<file path="config.mk">
export PLATFORM = sky130hd
export DESIGN_NAME = memcache_get_reply_framer
export DESIGN_NICKNAME = d
export VERILOG_FILES = /design/src/mgrf_pkg.sv /design/src/memcache_get_reply_framer.sv /design/src/mgrf_classify.sv /design/src/mgrf_queue.sv /design/src/mgrf_parse.sv
export SDC_FILE = /design/constraint.sdc
export NUM_CORES = 1
export LEC_CHECK = 0
export BUFFER_PORTS_ARGS = -buffer_cell sky130_fd_sc_hd__buf_4
export CORE_MARGIN = 10
export CORE_UTILIZATION = 50
export CTS_BUF_LIST = sky130_fd_sc_hd__clkbuf_4 sky130_fd_sc_hd__clkbuf_8
export CTS_CLUSTER_SIZE = 30
export DETAILED_ROUTE_END_ITERATION = 10
export PLACE_DENSITY = 0.69
export SYNTH_ARGS = -nofsm -noshare
export SYNTH_HDL_FRONTEND = slang
export SYNTH_HIERARCHICAL = 1
export SYNTH_SLANG_ARGS = --single-unit
export TNS_END_PERCENT = 30
</file>
<file path="constraint.sdc">
create_clock -name clk -period 3.8 [get_ports clk]
set_clock_uncertainty 0.05 [all_clocks]
set_input_delay 0.57 -clock clk [delete_from_list [all_inputs] [get_ports clk]]
set_output_delay 0.57 -clock clk [all_outputs]
set_load 0.02 [all_outputs]
</file>
<file path="src/mgrf_pkg.sv">
// Shared types and constants for the get-reply framer.
// Holds the phase encoding, the classified word and the protocol characters.
`timescale 1ns / 1ps
`default_nettype none
package mgrf_pkg;

  localparam int QDEPTH = 2;
  localparam int QPTR_W = $clog2(QDEPTH);
  localparam int QCNT_W = $clog2(QDEPTH + 1);

  localparam logic [7:0] CH_V  = 8'h56;
  localparam logic [7:0] CH_E  = 8'h45;
  localparam logic [7:0] CH_N  = 8'h4E;
  localparam logic [7:0] CH_D  = 8'h44;
  localparam logic [7:0] CH_CR = 8'h0D;
  localparam logic [7:0] CH_LF = 8'h0A;
  localparam logic [7:0] CH_SP = 8'h20;
  localparam logic [7:0] CH_0  = 8'h30;
  localparam logic [7:0] CH_9  = 8'h39;

  // Positions in the END CRLF line
  localparam logic [2:0] EM_N  = 3'd1;
  localparam logic [2:0] EM_D  = 3'd2;
  localparam logic [2:0] EM_CR = 3'd3;
  localparam logic [2:0] EM_LF = 3'd4;

  typedef enum logic [2:0] {
    PH_LINE = 3'd0,
    PH_HEAD = 3'd1,
    PH_LEN  = 3'd2,
    PH_TAIL = 3'd3,
    PH_BODY = 3'd4,
    PH_CR   = 3'd5,
    PH_LF   = 3'd6,
    PH_END  = 3'd7
  } phase_t;

  typedef struct packed {
    logic [7:0] byte_val;
    logic       last;
    logic       is_digit;
    logic [3:0] digit;
    logic       is_space;
    logic       is_cr;
    logic       is_lf;
    logic       is_v;
    logic       is_e;
    logic       is_n;
    logic       is_d;
  } cls_t;

endpackage
`default_nettype wire

</file>
<file path="src/memcache_get_reply_framer.sv">
// Get-reply framer for a memcached-style text backend stream.
// Usage:
//   Input channel: data_byte and is_last_backend, with in_valid/in_ready.
//   Output channel: out_byte, forward, reply_done, parse_error, with
//   out_valid/out_ready. Every input byte yields exactly one output word.
//   VALUE headers and bodies are forwarded; END lines are forwarded only
//   when is_last_backend is set, and their final LF raises reply_done.
//   A malformed line or a body length of 2^LENGTH_BITS or more raises
//   parse_error on the offending byte, which is dropped.
// Timing:
//   A byte accepted into the queue passes on to the output register, where
//   out_valid rises. Throughput is one byte per cycle while out_ready stays
//   high, set by the parser state update.
//   A 2-word queue decouples the classifier from the parser, so in_ready
//   stays high while a result waits in the output register, until the queue fills.
// Reset (rst, synchronous): parser returns to line start, queue and
//   output register empty. When the receiver stalls, the output register
//   holds, the queue fills, and in_ready drops once it is full.
// Depends on mgrf_pkg, mgrf_classify, mgrf_queue and mgrf_parse.
`timescale 1ns / 1ps
`default_nettype none
module memcache_get_reply_framer #(
  parameter int LENGTH_BITS = 20
) (
  input  wire logic       clk,
  input  wire logic       rst,
  input  wire logic       in_valid,
  output logic            in_ready,
  input  wire logic [7:0] data_byte,
  input  wire logic       is_last_backend,
  output logic            out_valid,
  input  wire logic       out_ready,
  output logic [7:0]      out_byte,
  output logic            forward,
  output logic            reply_done,
  output logic            parse_error
);
  import mgrf_pkg::*;

  cls_t in_word;
  cls_t q_word;
  logic q_full;
  logic q_valid;
  logic q_pop;
  logic q_push;

  assign in_ready = !q_full;
  assign q_push   = in_valid && !q_full;

  mgrf_classify u_classify (
    .data_byte       (data_byte),
    .is_last_backend (is_last_backend),
    .word            (in_word)
  );

  mgrf_queue u_queue (
    .clk       (clk),
    .rst       (rst),
    .push      (q_push),
    .push_word (in_word),
    .full      (q_full),
    .pop       (q_pop),
    .not_empty (q_valid),
    .head      (q_word)
  );

  mgrf_parse #(
    .LENGTH_BITS (LENGTH_BITS)
  ) u_parse (
    .clk         (clk),
    .rst         (rst),
    .q_valid     (q_valid),
    .q_word      (q_word),
    .pop         (q_pop),
    .out_valid   (out_valid),
    .out_ready   (out_ready),
    .out_byte    (out_byte),
    .forward     (forward),
    .reply_done  (reply_done),
    .parse_error (parse_error)
  );

endmodule
`default_nettype wire

</file>
<file path="src/mgrf_classify.sv">
// Front end: tags input bytes with their character class.
// Depends on mgrf_pkg for cls_t and the character constants.
`timescale 1ns / 1ps
`default_nettype none
module mgrf_classify (
  input  wire logic [7:0]    data_byte,
  input  wire logic          is_last_backend,
  output mgrf_pkg::cls_t     word
);
  import mgrf_pkg::*;

  always_comb begin
    word.byte_val = data_byte;
    word.last     = is_last_backend;
    word.is_digit = (data_byte >= CH_0) && (data_byte <= CH_9);
    word.digit    = data_byte[3:0];
    word.is_space = (data_byte == CH_SP);
    word.is_cr    = (data_byte == CH_CR);
    word.is_lf    = (data_byte == CH_LF);
    word.is_v     = (data_byte == CH_V);
    word.is_e     = (data_byte == CH_E);
    word.is_n     = (data_byte == CH_N);
    word.is_d     = (data_byte == CH_D);
  end

endmodule
`default_nettype wire

</file>
<file path="src/mgrf_queue.sv">
// Short queue of classified words between the front end and the parser.
// Depends on mgrf_pkg for cls_t and the queue depth.
`timescale 1ns / 1ps
`default_nettype none
module mgrf_queue (
  input  wire logic           clk,
  input  wire logic           rst,
  input  wire logic           push,
  input  wire mgrf_pkg::cls_t push_word,
  output logic                full,
  input  wire logic           pop,
  output logic                not_empty,
  output mgrf_pkg::cls_t      head
);
  import mgrf_pkg::*;

  cls_t              slots [QDEPTH];
  logic [QPTR_W-1:0] wr_ptr;
  logic [QPTR_W-1:0] rd_ptr;
  logic [QCNT_W-1:0] count;

  assign full      = (count == QCNT_W'(QDEPTH));
  assign not_empty = (count != '0);
  assign head      = slots[rd_ptr];

  always_ff @(posedge clk) begin
    if (push) begin
      slots[wr_ptr] <= push_word;
    end
  end

  always_ff @(posedge clk) begin
    if (rst) begin
      wr_ptr <= '0;
      rd_ptr <= '0;
      count  <= '0;
    end else begin
      if (push) begin
        wr_ptr <= (wr_ptr == QPTR_W'(QDEPTH - 1)) ? '0 : wr_ptr + 1'b1;
      end
      if (pop) begin
        rd_ptr <= (rd_ptr == QPTR_W'(QDEPTH - 1)) ? '0 : rd_ptr + 1'b1;
      end
      case ({push, pop})
        2'b10:   count <= count + 1'b1;
        2'b01:   count <= count - 1'b1;
        default: count <= count;
      endcase
    end
  end

endmodule
`default_nettype wire

</file>
<file path="src/mgrf_parse.sv">
// Back end: line parser state machine and the output register.
// Depends on mgrf_pkg for phase_t, cls_t and the END line positions.
`timescale 1ns / 1ps
`default_nettype none
module mgrf_parse #(
  parameter int LENGTH_BITS = 20
) (
  input  wire logic          clk,
  input  wire logic          rst,
  input  wire logic          q_valid,
  input  wire mgrf_pkg::cls_t q_word,
  output logic               pop,
  output logic               out_valid,
  input  wire logic          out_ready,
  output logic [7:0]         out_byte,
  output logic               forward,
  output logic               reply_done,
  output logic               parse_error
);
  import mgrf_pkg::*;

  localparam int PW = LENGTH_BITS + 4;

  phase_t                 phase, phase_next;
  logic [1:0]             space_count, space_count_next;
  logic [LENGTH_BITS-1:0] body_length, body_length_next;
  logic [2:0]             end_match_index, end_match_index_next;

  logic [PW-1:0]          acc;
  logic [LENGTH_BITS-1:0] body_dec;
  logic                   end_hit;
  logic                   fwd, done, err;

  assign pop = q_valid && (!out_valid || out_ready);

  // body * 10 + digit, as shifts and adds
  assign acc = PW'({body_length, 3'b000}) + PW'({body_length, 1'b0}) + PW'(q_word.digit);
  assign body_dec = body_length - 1'b1;

  always_comb begin
    case (end_match_index)
      EM_N:    end_hit = q_word.is_n;
      EM_D:    end_hit = q_word.is_d;
      EM_CR:   end_hit = q_word.is_cr;
      EM_LF:   end_hit = q_word.is_lf;
      default: end_hit = 1'b0;
    endcase
  end

  always_comb begin
    phase_next           = phase;
    space_count_next     = space_count;
    body_length_next     = body_length;
    end_match_index_next = end_match_index;
    fwd  = 1'b1;
    done = 1'b0;
    err  = 1'b0;
    case (phase)
      PH_HEAD: begin
        if (q_word.is_space) begin
          space_count_next = space_count + 1'b1;
          if (space_count == 2'd2) begin
            phase_next           = PH_LEN;
            body_length_next     = '0;
            end_match_index_next = '0;
          end
        end else if (q_word.is_lf) begin
          err = 1'b1;
        end
      end
      PH_LEN: begin
        if (q_word.is_digit) begin
          if (acc[PW-1:LENGTH_BITS] != '0) begin
            err = 1'b1;
          end else begin
            body_length_next     = acc[LENGTH_BITS-1:0];
            end_match_index_next = 3'd1;
          end
        end else if (end_match_index == '0) begin
          err = 1'b1;
        end else if (q_word.is_space || q_word.is_cr) begin
          phase_next = PH_TAIL;
        end else if (q_word.is_lf) begin
          phase_next = (body_length == '0) ? PH_CR : PH_BODY;
        end else begin
          err = 1'b1;
        end
      end
      PH_TAIL: begin
        if (q_word.is_lf) begin
          phase_next = (body_length == '0) ? PH_CR : PH_BODY;
        end
      end
      PH_BODY: begin
        body_length_next = body_dec;
        if (body_dec == '0) begin
          phase_next = PH_CR;
        end
      end
      PH_CR: begin
        if (q_word.is_cr) phase_next = PH_LF;
        else              err = 1'b1;
      end
      PH_LF: begin
        if (q_word.is_lf) phase_next = PH_LINE;
        else              err = 1'b1;
      end
      PH_END: begin
        if (end_hit) begin
          fwd = q_word.last;
          if (end_match_index == EM_LF) begin
            done                 = 1'b1;
            phase_next           = PH_LINE;
            end_match_index_next = '0;
          end else begin
            end_match_index_next = end_match_index + 1'b1;
          end
        end else begin
          err = 1'b1;
        end
      end
      default: begin
        if (q_word.is_v) begin
          phase_next           = PH_HEAD;
          space_count_next     = '0;
          body_length_next     = '0;
          end_match_index_next = '0;
        end else if (q_word.is_e) begin
          phase_next           = PH_END;
          end_match_index_next = EM_N;
          fwd                  = q_word.last;
        end else begin
          err = 1'b1;
        end
      end
    endcase
    // drop the byte and return to line start
    if (err) begin
      fwd                  = 1'b0;
      phase_next           = PH_LINE;
      space_count_next     = '0;
      body_length_next     = '0;
      end_match_index_next = '0;
    end
  end

  always_ff @(posedge clk) begin
    if (rst) begin
      phase           <= PH_LINE;
      space_count     <= '0;
      body_length     <= '0;
      end_match_index <= '0;
      out_valid       <= 1'b0;
    end else begin
      if (pop) begin
        phase           <= phase_next;
        space_count     <= space_count_next;
        body_length     <= body_length_next;
        end_match_index <= end_match_index_next;
        out_valid       <= 1'b1;
      end else if (out_ready) begin
        out_valid <= 1'b0;
      end
    end
  end

  always_ff @(posedge clk) begin
    if (pop) begin
      out_byte    <= q_word.byte_val;
      forward     <= fwd;
      reply_done  <= done;
      parse_error <= err;
    end
  end

`ifndef SYNTHESIS
  a_done_err_excl: assert property (@(posedge clk) disable iff (rst)
    out_valid |-> !(reply_done && parse_error))
    else $error("reply_done and parse_error raised together");

  a_err_dropped: assert property (@(posedge clk) disable iff (rst)
    out_valid && parse_error |-> !forward)
    else $error("error word forwarded");

  a_err_restarts: assert property (@(posedge clk) disable iff (rst)
    pop && err |=> phase == PH_LINE && body_length == '0 && end_match_index == '0)
    else $error("parser state not cleared after error");

  a_body_nonzero: assert property (@(posedge clk) disable iff (rst)
    phase == PH_BODY |-> body_length != '0)
    else $error("body phase with zero remaining length");

  a_done_at_line: assert property (@(posedge clk) disable iff (rst)
    pop && done |=> phase == PH_LINE)
    else $error("done without return to line start");
`endif

endmodule
`default_nettype wire
</file>
==> results of run 1 <==
==> power groups by stage <==
stage          Combinational (W)  Clock, W  Sequential [W]
2_1_floorplan            0.00118         0         0.00138
3_3_place_gp             0.00175         0         0.00132
3_5_place_dp             0.00179         0         0.00133
4_1_cts                  0.00189  0.000704         0.00131
5_1_grt                  0.00210  0.000742         0.00133
6_report                 0.00193  0.000684         0.00131
==> area by class of cell <==
type,count,area (um2)
timing repair buffer,72,582
inverter,20,77.6
clock buffer,10,131
sequential,87,2280
tap,147,184
clock inverter,6,75.1
fill,1011,4950
multi-input combinational,465,3630
==> final timing paths <==
check / to / slack, ns
hold / removal: u_queue/slots[0][12] / 0.32
setup / recovery: u_parse/body_length[7] / -0.28
setup reg to reg: u_parse/body_length[7] / -0.28
hold reg to reg: u_queue/count[1] / 0.47
==> cells in the final DEF (no fill, tap or decap), types with 3 or more instances in the layout <==
master	Yosys	routed
and2_1	3	3
nor3_1	30	29
ha_4	0	3
dfxtp_1	34	33
xnor2_1	22	22
nand3b_1	3	3
mux2_1	11	9
edfxtp_1	53	53
o211ai_1	4	4
nand3_1	11	11
a21oi_1	38	38
nor4_1	4	4
nor2_1	44	43
a31oi_1	3	3
nand2_1	31	31
or3_1	12	12
mux2i_1	7	7
nor2b_1	22	22
buf_4	15	67
and3_1	3	3
or4_1	4	4
xor2_1	14	14
ha_1	48	45
o21ai_0	20	20
nand2b_1	9	8
clkbuf_8	0	9
mux2_2	33	23
inv_1	19	17
a21o_1	6	6
o21a_1	4	4
buf_6	0	3
and4_1	3	3
mux2_4	0	12
nand4_1	9	9
a22oi_1	13	13
nor3b_1	3	3
==> through the flow <==
step | hold slack (ns) | total power, W
6_report | 0.324 | 0.00393
3_5_place_dp | 0.459 | 0.00312
4_1_cts | 0.308 | 0.00390
3_3_place_gp | 0.420 | 0.00307
2_1_floorplan | 0.406 | 0.00255
5_1_grt | 0.306 | 0.00417
==> state kept, by name (all words and copies together) (netlist names), named ones only <==
signal,count
u_parse/body_length,20
u_parse/end_match_index,3
u_parse/forward,1
u_parse/out_byte,8
u_parse/out_valid,1
u_parse/parse_error,1
u_parse/phase,3
u_parse/reply_done,1
u_parse/space_count,2
u_queue/count,2
u_queue/rd_ptr,1
u_queue/slots,42
u_queue/wr_ptr,1
==> layer usage <==
| metal | vias to the layer above | part of all wire | routed length [um] |
|---|---|---|---|
| met5 | - | 0 | 0 |
| met4 | 0 | 0.012 | 171 |
| met3 | 21 | 0.039 | 578 |
| met2 | 96 | 0.49 | 7350 |
| met1 | 2337 | 0.45 | 6760 |
| li1 | 2355 | - | - |
==> cells by family after synthesis <==
family | share of synthesized area
muxes | 0.0937
buffers and inverters | 0.0450
and+or+nand+nor | 0.191
AOI/OAI and AO/OA | 0.136
DFF | 0.376
adders and majority gates | 0.106
xor gates and xnor gates | 0.0522
==> worst max-delay path: stages, from the launching register on <==
cell       delay (ns)
dfxtp_4          0.38
mux2_4           0.31
ha_4             0.22
ha_4             0.16
fa_2             0.38
a21o_1           0.18
a221o_1          0.38
a31oi_4          0.20
o211ai_2         0.13
nor4b_2          0.29
o211ai_2         0.16
buf_4            0.17
o211ai_1         0.30
o21bai_4         0.14
clkbuf_16        0.21
mux2_4           0.30
==> timing repair <==
action	in CTS	in global routing
buffers inserted	1	1
gates cloned	1	0
hold buffers	0	0
setup endpoints to repair	28	28
gates resized for setup	8	8
pin swaps	10	3
==> impl_metrics.json, run 1 <==
{
  "fmax_mhz": 245,
  "status": "finished, violations left",
  "rsz0062_at_grt": "true",
  "synth-edff-count": 53,
  "post-place-ws_ns": -0.278,
  "hold_depth": 1,
  "syn_area_um2": 6040,
  "seqPwrFrac": 0.333,
  "grtUsageMet3": 0.0345,
  "grt.total_usage": 0.182,
  "worst_slack_ns": -0.279,
  "p_leak_nw": 2.88,
  "initial_core_util": 0.507,
  "setup.worst_path.start_class": "flop",
  "die_w_um": 130,
  "final_util": 0.584,
  "synthFlopType": "edfxtp_1",
  "io_buffers": 25,
  "grt-ovfl-total": 0,
  "yosys-top-cells-area": "edfxtp_1 (26%), dfxtp_1 (11%), ha_1 (9.9%)",
  "yosysSeqAreaShare": 0.376,
  "routed_wl_um": 14900,
  "ant_nets": 0,
  "peakVddDrop_mv": 0.308,
  "switchingPower_w": 0.00154,
  "use_met2": 0.303,
  "intPower_w": 0.00239,
  "antenna_found_initial": 0,
  "tns_ns": -5.22,
  "pin_count": 26,
  "p_clk_frac": 0.174,
  "rows": 40,
  "fin_cells": 807,
  "cts_root_buf": "clkbuf_8",
  "swShare": 0.391,
  "yosysWarnings": 6,
  "syn_nets": 671,
  "wl_per_cell_um": 18.4,
  "hp-class": "in -> reg",
  "grt_use_met1": 0.234,
  "vias_per_cell": 5.96,
  "synthTopCellsByCount": "edfxtp_1 (53), ha_1 (48), nor2_1 (44), a21oi_1 (38), dfxtp_1 (34)",
  "max-cap-violations": 0,
  "fin_crit_sh": 1.07,
  "die_area_um2": 16900,
  "gp_congestion": 0.899,
  "finalInstanceArea_um2": 6960,
  "clk_path_buf_depth": 2,
  "worstSetupPathType": "reg -> reg",
  "postSynthCellCount": 608,
  "max_slew_margin": 0.285,
  "cp.required_ns": 4.01,
  "vias": 4809,
  "yosysMostFrequentCell": "edfxtp_1",
  "report.final.slew_viol_count": 0,
  "end_kind": "flop",
  "combPwrFrac": 0.493,
  "numPlacedInstances": 788,
  "drc": 0,
  "antenna_cells": 0,
  "postSynthAreaPerCell_um2": 9.93,
  "tritoncts": "built",
  "cts_buffers": 9,
  "power.density_nw_per_um2": 564,
  "synth_largest_area_cell": "edfxtp_1",
  "top_usage_layer": "met2",
  "r2r_cells": 15,
  "tightest_slew_ns": 1.07,
  "synthArstFlopShare": 0,
  "dp_hpwl_um": 10700,
  "die_h_um": 130,
  "final_nets": 718,
  "synth_top_area_frac": 0.264,
  "grt_start_max_net_pins": 62,
  "drive_gt1_frac": 0.230,
  "coreArea_um2": 11900,
  "critPathArrivalTime_ns": 4.29,
  "drt_iter0_drc": 382,
  "final-setup-viol-count": 26,
  "cts.sinks": 87,
  "min_from": "is_last_backend",
  "hold_viol": 0,
  "ys_ff_latch": 87,
  "period_needed_ns": 4.08,
  "clock_latency_ns": 0.37,
  "synth_cell_types": 73,
  "areaGrowthSynthToFinish_pct": 15.2,
  "h-tree-depth": 3,
  "grt_pass1_wl_um": 24600,
  "worst_setup_hold_path_clk_slew_ns": 0.10,
  "crit_fanout": 10,
  "violations": "negative setup slack",
  "first_pass_iters": 5,
  "placed_cell_area_um2": 6650,
  "grt_pass1_vias": 4872
}
Note: power is estimated with default switching activity, not from simulation.
==> inputs of run 2 (changes only) <==
- PLACE_DENSITY: 0.69 -> 0.77
==> impl_metrics.json, run 2 (synthesis gave the netlist of run 1 again) <==
{
  "crit_fanout": 6,
  "status": "finished, violations left",
  "vias_per_cell": 6.10,
  "grt.total_usage": 0.180,
  "tightest_slew_ns": 1.14,
  "critPathSlowestCell": "fa_1",
  "initial_core_util": 0.507,
  "finalInstanceArea_um2": 7050,
  "die_h_um": 130,
  "cts_buffers": 9,
  "cp.required_ns": 4.01,
  "largest_reg_flops": 42,
  "antenna_cells": 0,
  "max_slew_margin": 0.241,
  "rows": 40,
  "final_nets": 721,
  "grt_pass1_vias": 4802,
  "placed_cell_area_um2": 6610,
  "pin_count": 26,
  "hold_viol": 0,
  "largest-register": "u_queue/slots",
  "final_common_cell": "buf_4",
  "final_util": 0.592,
  "drive_gt1_frac": 0.253,
  "max-cap-violations": 0,
  "vias": 4942,
  "layout_common_cells": "buf_4 (69), edfxtp_1 (53), ha_1 (45)",
  "grt-ovfl-total": 0,
  "first_pass_iters": 5,
  "final-setup-viol-count": 29,
  "areaGrowthSynthToFinish_pct": 16.8,
  "fin_crit_sh": 1.07,
  "tns_ns": -5.36,
  "peakVddDrop_mv": 0.456,
  "hp-class": "in -> reg",
  "numPlacedInstances": 784,
  "period_needed_ns": 4.06,
  "violations": "negative setup slack",
  "antenna_found_initial": 0,
  "grt_pass1_wl_um": 24400,
  "worstSetupPathType": "reg -> reg",
  "end_kind": "flop",
  "reg_top3": "u_queue/slots (42), u_parse/body_length (20), u_parse/out_byte (8)",
  "setup.worst_path.start_class": "flop",
  "cts.sinks": 87,
  "p_leak_nw": 2.93,
  "coreArea_um2": 11900,
  "io_buffers": 25,
  "worst_setup_hold_path_clk_slew_ns": 0.09,
  "die_area_um2": 16900,
  "rsz0062_at_grt": "true",
  "worst_slack_ns": -0.261,
  "fmax_mhz": 246,
  "drt_iter0_drc": 462,
  "hold_ws_ns": 0.335,
  "cts_root_buf": "clkbuf_8",
  "grt_start_max_net_pins": 62,
  "wl_per_cell_um": 18.7,
  "critPathArrivalTime_ns": 4.27,
  "report.final.slew_viol_count": 0,
  "dp_hpwl_um": 10600,
  "die_w_um": 130,
  "cp_slowest_stage_delay_ns": 0.48,
  "drc": 0,
  "crit_chain": "mux2_4 > inv_2 > fa_1 > inv_2 > fa_2 > a21o_1 > a221o_1 > o21ai_1 > o22ai_1 > xnor2_1 > o211ai_2 > a21oi_4 > inv_4 > o21bai_4 > buf_12 > clkbuf_16 > mux2_4",
  "gp_congestion": 0.955,
  "power.density_nw_per_um2": 566,
  "routed_wl_um": 15200,
  "h-tree-depth": 3,
  "clock_latency_ns": 0.36,
  "fin_cells": 810,
  "clk_path_buf_depth": 2,
  "ant_nets": 0,
  "tritoncts": "built"
}
## run 2: routing by layer
metal	global-route usage	vias up	part of all wire
li1	-	2359	-
met1	0.223	2408	0.43
met2	0.305	145	0.50
met3	0.0329	30	0.045
met4	0.0655	0	0.024
met5	0	-	0
## run 2: power by group
part / total, W / switching (W) / internal, W
clock network: 0.000636 / 0.000365 / 0.000272
registers: 0.00132 / 0.000109 / 0.00121
logic: 0.00204 / 0.00109 / 0.000949
## run 2: path summary, 6_finish.rpt
kind / start / end / slack [ns] / cells past startpoint
min: is_last_backend / u_queue/slots[0][12] / 0.33 / 1
max reg2reg: flop / u_parse/body_length[6] / -0.26 / 17
min reg2reg: u_queue/count[1] / u_queue/count[1] / 0.46 / 2
max: flop / u_parse/body_length[6] / -0.26 / 17
## run 2: what timing repair did
item                                    CTS  global route
endpoints found under the setup margin   29            29
hold buffers                              0             0
resized for setup                        13            17
buffers inserted                          5             3
pin swaps                                 8             3
gates cloned                              2             1
## run 2: layout make-up
| type | count | area, um2 |
|---|---|---|
| clock buffers | 10 | 138 |
| clock inverters | 6 | 56.3 |
| fillers | 956 | 4860 |
| inverters | 20 | 77.6 |
| multi-input cells | 465 | 3690 |
| flip-flops and latches | 87 | 2280 |
| well taps | 147 | 184 |
| repair buffers | 75 | 633 |
## run 2: through the flow
| step | setup WS [ns] | total power [W] |
|---|---|---|
| global placement | -0.192 | 0.00306 |
| CTS | -0.198 | 0.00394 |
| finish | -0.261 | 0.00400 |
| floorplan | -0.231 | 0.00255 |
| global route | -0.371 | 0.00422 |
| detailed placement | -0.277 | 0.00311 |
## run 2: critical path: cells and delay by family, from the launching register on
| kind | cells | cell delay (ns) |
|---|---|---|
| flip-flops | 1 | 0.37 |
| XOR/XNOR | 1 | 0.20 |
| multiplexers | 2 | 0.49 |
| adder cells (fa/ha/maj) | 2 | 0.83 |
| buffers and inverters | 5 | 0.44 |
| AO/OA/AOI/OAI | 7 | 1.57 |
==> inputs of run 3 (changes only) <==
- CORE_ASPECT_RATIO: unset -> 0.6
- PLACE_DENSITY: 0.77 -> 0.75
- clock period: 3.8 -> 4.8 ns (I/O delays scaled with it)
==> impl_metrics.json, run 3 (synthesis gave the netlist of run 1 again) <==
{
  "postCtsSetupRepairBufs": 0,
  "final_nets": 677,
  "final-setup-viol-count": 0,
  "tritoncts": "built",
  "period_needed_ns": 4.63,
  "cp.buffers_inverters": 3,
  "cts.sinks": 87,
  "min_from": "u_queue/count[1]",
  "pin_count": 26,
  "post-place-ws_ns": 0.245,
  "drc": 0,
  "final_common_cell": "edfxtp_1",
  "reg_top3": "u_queue/slots (42), u_parse/body_length (20), u_parse/out_byte (8)",
  "grt_start_max_net_pins": 62,
  "vias": 4726,
  "cts_buffers": 9,
  "hp-class": "reg -> reg",
  "worst_slack_ns": 0.174,
  "finalInstanceArea_um2": 6480,
  "worst_setup_hold_path_clk_slew_ns": 0.09,
  "coreArea_um2": 11600,
  "hold_viol": 0,
  "vias_per_cell": 6.07,
  "end_kind": "flop",
  "rows": 30,
  "grt_pass1_wl_um": 22900,
  "grt_pass1_vias": 4366,
  "worstSetupPathType": "reg -> reg",
  "cp.required_ns": 5.01,
  "drive_gt1_frac": 0.158,
  "layout_common_cells": "edfxtp_1 (53), ha_1 (48), nor2_1 (43)",
  "nFillCells": 1016,
  "cts_root_buf": "clkbuf_8",
  "die_area_um2": 17000,
  "first_pass_iters": 7,
  "status": "complete, no violations",
  "peakVddDrop_mv": 0.195,
  "routed_wl_um": 14000,
  "grt.total_usage": 0.163,
  "clock_latency_ns": 0.37,
  "h-tree-depth": 3,
  "die_h_um": 105,
  "largest_reg_flops": 42,
  "drt_iter0_drc": 529,
  "critPathSlowestCell": "fa_1",
  "max_slew_margin": 0.199,
  "gp_congestion": 0.983,
  "wl_per_cell_um": 18.0,
  "p_leak_nw": 2.61,
  "antenna_cells": 0,
  "fmax_mhz": 216,
  "areaGrowthSynthToFinish_pct": 7.40,
  "cp_slowest_stage_delay_ns": 0.42,
  "tightest_slew_ns": 1.20,
  "placed_cell_area_um2": 6280,
  "cts_resized": 0,
  "crit_chain": "buf_4 > mux2_2 > ha_1 > ha_1 > fa_1 > a21o_1 > a221o_1 > o21ai_1 > o22ai_1 > xnor2_1 > o211ai_2 > a21oi_4 > inv_2 > o21bai_2 > buf_6 > mux2_2",
  "antenna_found_initial": 0,
  "cts_hold_buf": 0,
  "rsz0062_at_grt": "false",
  "ant_nets": 0,
  "crit_family": "compound AO/OA/AOI/OAI gates",
  "setup.worst_path.start_class": "flop",
  "initial_core_util": 0.522,
  "io_buffers": 25,
  "report.final.slew_viol_count": 0,
  "die_w_um": 162,
  "dp_hpwl_um": 10200,
  "tns_ns": 0,
  "clk_path_buf_depth": 2,
  "fin_crit_sh": 0.964,
  "grt-ovfl-total": 0,
  "max-cap-violations": 0,
  "power.density_nw_per_um2": 441,
  "largest-register": "u_queue/slots",
  "crit_fanout": 20,
  "critPathArrivalTime_ns": 4.84
}
-- run 3: changes by cell type in the layout (fill, tap and decap cells not counted), moves of 3 or more --
| cell | change |
|---|---|
| nor3_2 | -5 |
| ha_1 | +3 |
| nor3_1 | +5 |
| ha_4 | -3 |
| mux2_4 | -22 |
| buf_4 | -39 |
| mux2_1 | +11 |
| mux2_2 | +11 |
-- run 3: path summary, 6_finish.rpt --
kind	to	slack (ns)	cells past startpoint
min	u_queue/count[1]	0.45	2
max reg2reg	u_parse/body_length[4]	0.17	16
max	u_parse/body_length[4]	0.17	16
min reg2reg	u_queue/count[1]	0.45	2
-- run 3: worst min-delay path: cells and delay by family, from the launching register on --
family	cells	cell delay [ns]
AO/OA/AOI/OAI	2	0.13
flip-flops	1	0.33
-- run 3: layout make-up --
class                      count  area, um2  share of cell area
multi-input combinational    465       3500               0.540
sequential                    87       2270               0.350
timing repair buffer          31        236              0.0365
tap                          160        200              0.0309
clock buffer                  10        131              0.0203
inverter                      20       75.1              0.0116
clock inverter                 6       68.8              0.0106
-- run 3: per-stage QoR --
step | hold slack (ns) | power, W | util | cells
after floorplan | 0.406 | 0.00198 | - | 608
after global placement | 0.422 | 0.00228 | 0.543 | 763
after detailed placement | 0.450 | 0.00232 | 0.543 | 763
after CTS | 0.464 | 0.00285 | 0.561 | 779
after global routing | 0.463 | 0.00303 | 0.561 | 779
final | 0.450 | 0.00286 | 0.561 | 779
-- run 3: where the power goes --
| group | internal, W | switching, W | total (W) | leakage, nW |
|---|---|---|---|---|
| Sequential | 0.000956 | 0.0000910 | 0.00105 | 0.778 |
| Combinational | 0.000518 | 0.000766 | 0.00128 | 1.73 |
| Clock | 0.000250 | 0.000278 | 0.000528 | 0.101 |
| Total | 0.00172 | 0.00114 | 0.00286 | 2.61 |
-- run 3: metal layers --
layer / track usage / vias up / part of all wire
met1: 0.247 / 2249 / 0.51
met2: 0.225 / 201 / 0.41
met5: 0 / - / 0
met3: 0.0329 / 13 / 0.075
met4: 0.0420 / 0 / 0.0073
li1: - / 2263 / -
